## src/hdl/smt_pkg.sv

```systemverilog
// Shared types and constants for the sine-taper multitaper spectrum core.
// Used by smt_divsqrt and sine_multitaper_spectrum_core; depends on nothing.
package smt_pkg;

    localparam int DATA_W    = 24;
    localparam int MUL_W     = 25;
    localparam int PROD_W    = 50;
    localparam int RES_W     = 32;
    localparam int CFG_W     = 5;
    localparam int CFG_IDX_W = 3;
    localparam int L_W       = 4;

    // Configuration register indexes.
    localparam logic [CFG_IDX_W-1:0] CFG_SIZE_LOG2  = 3'd0;
    localparam logic [CFG_IDX_W-1:0] CFG_NUM_TAPERS = 3'd1;
    localparam logic [CFG_IDX_W-1:0] CFG_NORMALISE  = 3'd2;
    localparam logic [CFG_IDX_W-1:0] CFG_AMPLITUDE  = 3'd3;
    localparam logic [CFG_IDX_W-1:0] CFG_WEIGHTING  = 3'd4;

    // Taper weighting codes.
    localparam logic [1:0] WEIGHT_UNIFORM   = 2'd0;
    localparam logic [1:0] WEIGHT_LINEAR    = 2'd1;
    localparam logic [1:0] WEIGHT_PARABOLIC = 2'd2;

    // Request type codes.
    localparam logic REQ_LOAD  = 1'b0;
    localparam logic REQ_QUERY = 1'b1;

    typedef enum logic [3:0] {
        S_IDLE, S_SQ, S_RD1, S_RD2, S_DIF, S_M1, S_M2, S_M3,
        S_M4, S_M5, S_M6, S_DIV, S_WAIT, S_DONE
    } smt_state_t;

    typedef enum logic [2:0] {
        DS_IDLE, DS_DIV, DS_FIN, DS_SQRT, DS_DONE
    } smt_ds_state_t;

    typedef struct packed {
        logic start;
        logic amp;
    } smt_ds_req_t;

    typedef struct packed {
        logic busy;
        logic done;
    } smt_ds_rsp_t;

endpackage

```

## src/hdl/smt_divsqrt.sv

```systemverilog
// Bit-serial saturating divider followed, when req.amp is set, by a bit-serial integer square root.
// Depends on smt_pkg.
module smt_divsqrt #(
    parameter int NUM_W = 67,
    parameter int DVS_W = 37
) (
    input  logic                clk,
    input  logic                rst_n,
    input  smt_pkg::smt_ds_req_t req,
    input  logic [NUM_W-1:0]    num,
    input  logic [DVS_W-1:0]    dvs,
    output smt_pkg::smt_ds_rsp_t rsp,
    output logic [31:0]         result
);
    import smt_pkg::*;

    localparam int QW = ((NUM_W > 64) ? NUM_W : 64) + 1;
    localparam int CW = $clog2(QW + 1);

    smt_ds_state_t     state_reg, state_next;
    logic [QW-1:0]     num_reg;
    logic [QW-1:0]     quot_reg;
    logic [DVS_W-1:0]  dvs_reg;
    logic [DVS_W:0]    rem_reg;
    logic [CW-1:0]     cnt_reg;
    logic              amp_reg;
    logic [31:0]       root_reg;
    logic [33:0]       srem_reg;
    logic [63:0]       sq_reg;
    logic [31:0]       res_reg;

    logic [DVS_W:0]    rem_sh;
    logic              div_ge;
    logic [63:0]       q64;
    logic [35:0]       srem_sh;
    logic [35:0]       trial;
    logic              sq_ge;

    // One restoring division step.
    assign rem_sh = {rem_reg[DVS_W-1:0], num_reg[QW-1]};
    assign div_ge = (rem_sh >= {1'b0, dvs_reg});

    // Quotient saturated to 64 bits.
    assign q64 = (|quot_reg[QW-1:64]) ? {64{1'b1}} : quot_reg[63:0];

    // One square root digit step.
    assign srem_sh = {srem_reg, sq_reg[63:62]};
    assign trial   = {2'b00, root_reg, 2'b01};
    assign sq_ge   = (srem_sh >= trial);

    assign rsp.busy = (state_reg != DS_IDLE);
    assign rsp.done = (state_reg == DS_DONE);
    assign result   = res_reg;

    // Sequencer next state.
    always_comb
    begin
        state_next = state_reg;
        case (state_reg)
            DS_IDLE: if (req.start) state_next = DS_DIV;
            DS_DIV:  if (cnt_reg == CW'(1)) state_next = DS_FIN;
            DS_FIN:  state_next = amp_reg ? DS_SQRT : DS_DONE;
            DS_SQRT: if (cnt_reg == CW'(1)) state_next = DS_DONE;
            DS_DONE: state_next = DS_IDLE;
            default: state_next = DS_IDLE;
        endcase
    end

    always_ff @(posedge clk or negedge rst_n)
    begin
        if (!rst_n)
            state_reg <= DS_IDLE;
        else
            state_reg <= state_next;
    end

    // Datapath registers.
    always_ff @(posedge clk)
    begin
        case (state_reg)
            DS_IDLE:
            begin
                num_reg  <= QW'(num);
                dvs_reg  <= dvs;
                amp_reg  <= req.amp;
                rem_reg  <= '0;
                quot_reg <= '0;
                cnt_reg  <= CW'(QW);
            end
            DS_DIV:
            begin
                rem_reg  <= div_ge ? (rem_sh - {1'b0, dvs_reg}) : rem_sh;
                quot_reg <= {quot_reg[QW-2:0], div_ge};
                num_reg  <= {num_reg[QW-2:0], 1'b0};
                cnt_reg  <= cnt_reg - CW'(1);
            end
            DS_FIN:
            begin
                sq_reg   <= q64;
                root_reg <= '0;
                srem_reg <= '0;
                cnt_reg  <= CW'(32);
                res_reg  <= (|q64[63:56]) ? 32'hFFFF_FFFF : q64[55:24];
            end
            DS_SQRT:
            begin
                srem_reg <= sq_ge ? 34'(srem_sh - trial) : srem_sh[33:0];
                root_reg <= {root_reg[30:0], sq_ge};
                sq_reg   <= {sq_reg[61:0], 2'b00};
                cnt_reg  <= cnt_reg - CW'(1);
                if (cnt_reg == CW'(1))
                    res_reg <= {root_reg[30:0], sq_ge};
            end
            default:
            begin
                res_reg <= res_reg;
            end
        endcase
    end

endmodule

```

## config.mk

```make
export PLATFORM = sky130hd
export DESIGN_NAME = smt_divsqrt
export DESIGN_NICKNAME = d
export VERILOG_FILES = /design/src/hdl/smt_pkg.sv /design/src/hdl/smt_divsqrt.sv
export SDC_FILE = /design/constraint.sdc
export NUM_CORES = 1
export LEC_CHECK = 0
export ABC_CLOCK_PERIOD_IN_PS = 18200
export BUFFER_PORTS_ARGS = -buffer_cell sky130_fd_sc_hd__buf_2
export CORE_ASPECT_RATIO = 0.6
export CORE_MARGIN = 2
export CORE_UTILIZATION = 54
export DETAILED_ROUTE_END_ITERATION = 16
export PLACE_DENSITY = 0.73
export RECOVER_POWER = 25
export SLEW_MARGIN = 20
export SYNTH_ARGS = -nofsm -noshare
export SYNTH_HDL_FRONTEND = slang
export SYNTH_SLANG_ARGS = --single-unit
```

## constraint.sdc

```tcl
create_clock -name clk -period 18.2 [get_ports clk]
set_clock_uncertainty 0.05 [all_clocks]
set_input_delay 0.91 -clock clk [delete_from_list [all_inputs] [get_ports clk]]
set_output_delay 0.91 -clock clk [all_outputs]
set_load 0.01 [all_outputs]
```

# == Word level (Yosys, flattened, before mapping) ==
# Index checks and enable logic that the tools add are counted.
# word_totals
regBits,383
output_inout_bits,34
# classes
reduce_logical,10
magnitude_cmp,2
addsub,3
n_eq_ne,8
muxes,18
# op_table
op,n
$pmux 68 s2,2
$pmux 32 s2,2
$pmux 64 s2,1
$pmux 37 s2,1
$pmux 34 s2,1
$mux 32,2
$mux 64,1
$ge 38x37->1,1
$mux 37,1
$sub 37x37->37,1
$ge 36x34->1,1
$mux 34,1
$sub 34x34->34,1
$pmux 7 s3,1
$mux 3,4
$pmux 3 s4,1
$reduce_or 8->1,1
$eq 7x1->1 const B,1
$sub 7x1->7 const B,1
$eq 3x2->1 const B,2
$ne 2x2->1 const B,3
$reduce_bool 3->1,2
$reduce_bool 2->1,2
$reduce_or 4->1,1
6 further kinds,6

# == Logic depth before layout (Yosys ltp) ==
# depth
depth_word,5
depth_mapped,14
ltp_nobuf,14

# == Worst setup path after synthesis ==
# OpenSTA, ideal clock, no wires.
# synth_timing
path_kind,register to register
startpoint,register state_reg[1]
endpoint,register num_reg[0] (enable)
t_arrival_ns,7.775
path_buffers,1
setup_slack_ns,9.667
setup_time_ns,0.708
path_stages_with_launch,3
cell_sequence,dfrtp_1 clkbuf_1 nor2_1
# synth_between
elab_chain_cells,2
word_cells_on_any_way,3
classes_between,1 x eq/ne; 2 x reduce/logical
# synth_rtl
element,line_no,source
start: declaration,smt_divsqrt.sv:20,"smt_ds_state_t state_reg, state_next;"
start signal: assignment,smt_divsqrt.sv:74,state_reg <= state_next;
$eq 3x1->1 or $logic_not 3->1 (tied branches),smt_divsqrt.sv:80,case (state_reg)
$reduce_bool 2->1 (no source line) (*),--,
end signal: assignment,smt_divsqrt.sv:83,num_reg <= QW'(num);
end signal: assignment,smt_divsqrt.sv:94,"num_reg <= {num_reg[QW-2:0], 1'b0};"
end: declaration,smt_divsqrt.sv:21,logic [QW-1:0] num_reg;
# Every way passes the cells marked *; elsewhere a longest branch is shown, timed or not.
# A chain may end at the register's enable or synchronous reset.

# == Final worst setup path ==
# layout_timing
startpoint,register state_reg[2]
endpoint,register sq_reg[35] (enable)
# layout_between
elab_chain_cells,2
word_cells_on_any_way,3
classes_between,2 x eq/ne; 1 x reduce/logical
# layout_rtl
element,line_no,source
$eq 3x2->1,smt_divsqrt.sv:80,
$reduce_bool 2->1 (no source line) (*),--,
end signal: assignment,smt_divsqrt.sv:99,sq_reg <= q64;
end signal: assignment,smt_divsqrt.sv:109,"sq_reg <= {sq_reg[61:0], 2'b00};"
end: declaration,smt_divsqrt.sv:29,logic [63:0] sq_reg;
# Marks and branches as above.

==> reports/results.tsv <==
stage	metric	value	unit
sta	worst slew pin tran	2.65	ns
synth	ys flop type	edfxtp_1	
global_route	total gr overflow	0	
power	Seq pwr share	0.381	
layout	Final Util	0.613	
global_route	met2 Use GR	0.319	
clocking	Max Root-Sink Buffers	3	
power	sw power	1.78	mW
floorplan	Die ar.	0.0373	mm2
run_status	failing checks	capacitance limit, slew limit	
power	Leakage Power	8.51	nW
synth	mapped cell area	0.0193	mm2
global_route	largest net degree at the start of global routing	85	
clocking	CTS H-tree lvls	2	
detailed_routing	WL/cell	18.3	um
floorplan	Die W	248	um
placement	Final Wtd Congestion	0.933	
clocking	CTS sink count	383	
global_route	initial antenna violation count	0	
detailed_routing	drt first pass iters	6	
global_route	grt met1 use	0.365	
worst_setup_path	CP required	18.30	ns
run_status	status	finished, violations left	
placement	PortBufs	141	
synth	Cells after Synth	1719	
sta	Max Fclk	202	MHz
synth	synthesized flop and latch total	383	
sta	Setup WS post-layout	13.24	ns
layout	nets	2015	
synth	Post-synth EDFFs	380	
floorplan	FP Rows	53	
global_route	first-pass GRT wire length	66700	um
detailed_routing	DR iter-0 viols	1318	
synth	top cell type by total area after synthesis	edfxtp_1	
sta	normalized max-slew margin	-0.777	
sta	Final setup viols	0	
job	max_cap viols	5	
clocking	post-cts resize count	0	
floorplan	I/O Pins	142	
worst_setup_path	Worst Setup Start Kind	register	
synth	top-area cell type share of the netlist area	0.592	
synth	Synth Net Count	1901	
placement	DP Wirelength	28100	um
synth	post-synthesis sequential area ratio	0.596	
min_path	type of the most critical hold path	input pin to asynchronous set/reset pin	
sta	Final Hold Vio Count	0	
power	PwrDens	209	mW/mm2
sta	Final Critical Period	4.96	ns
layout	number of diodes	0	
synth	top post-synthesis cells by area	edfxtp_1, nand2_1, ha_1	
sta	Final Cycle Share	0.272	
layout	Finished Layout Cells	2328	
layout	layout cell share with drive strength beyond 1	0.103	
global_route	Most Crowded Layer GR	met1	
worst_setup_path	Worst Setup Path Type	register to register	
power	switch share	0.394	
clocking	CTS clock-pin slew for the worst setup and hold paths	0.06	ns
global_route	Global Route Usage Sum	0.227	
sta	RSZ-0062 raised after global routing	no	
placement	dpl cells	2261	
sta	Final Max Tran Viols	218	
synth	synth unique cells	70	
floorplan	Die Height	150	um
layout	P&R area growth vs syn	11.7	%
power	Max VDD drop	0.0981	mV
clocking	Setup Fix Bufs, Post-CTS	0	
detailed_routing	Detailed Route WL	42600	um
detailed_routing	DRT antenna net count	0	
floorplan	Starting Density	0.549	
global_route	vias in the first global route	12400	
synth	Mean Syn Cell Area	11.2	um2
sta	Total Negative Setup Slacks	0	ns
power	Logic pwr share	0.446	
power	Cell Int Power	2.73	mW
synth	asr flop ratio synth	0.00783	
detailed_routing	vias	13300	
worst_setup_path	Worst Path Arrival	5.06	ns
clocking	root buffer cell	clkbuf_16	
floorplan	core footprint	0.0351	mm2
power	Clk pwr share	0.173	
worst_setup_path	crit path max fanout	74	
global_route	met3 Use GR	0.0405	
clocking	cts bufs inserted	37	
synth	Ys Warns	0	
sta	WHS	0.130	ns
clocking	CTS tree	yes	
worst_setup_path	critical path endpoint category	register	
detailed_routing	vias per inst	5.71	
clocking	Hold Buf Count CTS	0	
detailed_routing	Residual DRC	0	
clocking	clk_lat worst skew	0.55	ns
placement	DP Worst Slack	14.04	ns
==> kinds of logic (layout without fill, tap and decap cells) <==
| kind of cell | Yosys count | after routing | share of synthesized area |
|---|---|---|---|
| AO/OA/AOI/OAI | 341 | 341 | 0.117 |
| XOR/XNOR | 67 | 67 | 0.0305 |
| adder cells (fa/ha/maj) | 74 | 74 | 0.0485 |
| buffers and inverters | 173 | 315 | 0.0358 |
| flip-flops | 383 | 383 | 0.596 |
| multiplexers | 48 | 48 | 0.0249 |
| AND/OR/NAND/NOR | 633 | 633 | 0.147 |
==> synth_stat cells, drive strengths merged (4+ instances only) <==
cell type and number:
xor2 26, nand3 28, a21o 23, a21oi 122, edfxtp 380, a211oi 19, and2 70, o22a 60
nand2b 11, xnor2 41, o21ai 53, or3 5, mux2i 48, nand2 261, nor4 5, nor3 22
o211ai 14, a31oi 5, or4 6, nor2 189, nand4 14, buf 10, ha 73, o2111ai 5
clkbuf 69, o21bai 8, a22o 4, o21a 4, nor2b 8, inv 93
==> layout by cell type (no fill, tap or decap), drive strengths merged, types with 19 or more instances in the layout <==
cell type	n
a211oi	19
a21o	23
a21oi	122
and2	70
buf	113
clkbuf	84
edfxtp	380
ha	73
inv	94
mux2i	48
nand2	261
nand3	28
nor2	189
nor3	22
o21ai	53
o22a	60
xnor2	41
xor2	26
==> power groups by stage <==
stage	Clock [mW]	Combinational, mW	Sequential (mW)
floorplan	0	1.55	1.70
global placement	0	1.92	1.71
detailed placement	0	1.98	1.71
CTS	0.792	2.00	1.71
global route	0.826	2.23	1.75
finish	0.777	2.01	1.72
==> area by class of cell <==
cell class | instances | area, um2
Fill cell | 2827 | 13600
Sequential cell | 383 | 11500
Multi-Input combinational cell | 1163 | 7130
Clock buffer | 43 | 970
Timing Repair Buffer | 154 | 747
Tap cell | 467 | 584
Inverter | 94 | 354
Clock inverter | 24 | 241
==> through the flow <==
step                power, mW  area (um2)
global placement         3.63       20400
detailed placement       3.70       20400
CTS                      4.49       21600
finish                   4.50       21500
floorplan                3.25       19300
global route             4.80       21500
==> path summary, 6_finish.rpt <==
kind / start / endpoint / slack [ns] / cells past startpoint
max: state_reg[2]$_DFFE_PN0P_ / sq_reg[35]$_DFFE_PP_ / 13.24 / 4
min: rst_n / state_reg[0]$_DFFE_PN0P_ / 0.13 / 1
min reg2reg: num_reg[60]$_DFFE_PP_ / num_reg[61]$_DFFE_PP_ / 0.46 / 2
min in group clk: num_reg[60]$_DFFE_PP_ / num_reg[61]$_DFFE_PP_ / 0.46 / 2
max in group asynchronous: rst_n / state_reg[1]$_DFFE_PN0P_ / 17.81 / 1
max reg2reg: state_reg[2]$_DFFE_PN0P_ / sq_reg[35]$_DFFE_PP_ / 13.24 / 4
==> routing by layer <==
metal / share of wire / wire [um] / up-vias
met3: 0.071 / 3030 / 52
li1: - / - / 6403
met1: 0.50 / 21300 / 6376
met2: 0.41 / 17600 / 465
met5: 0 / 0 / -
met4: 0.016 / 692 / 0
==> worst max-delay path, cell delays in order (launching register included) <==
cell	delay, ns
dfrtp_1	0.43
clkinv_1	0.44
nand2_1	0.35
clkinvlp_2	2.03
buf_4	1.19
No activity file was read; power rests on OpenSTA's default activity.
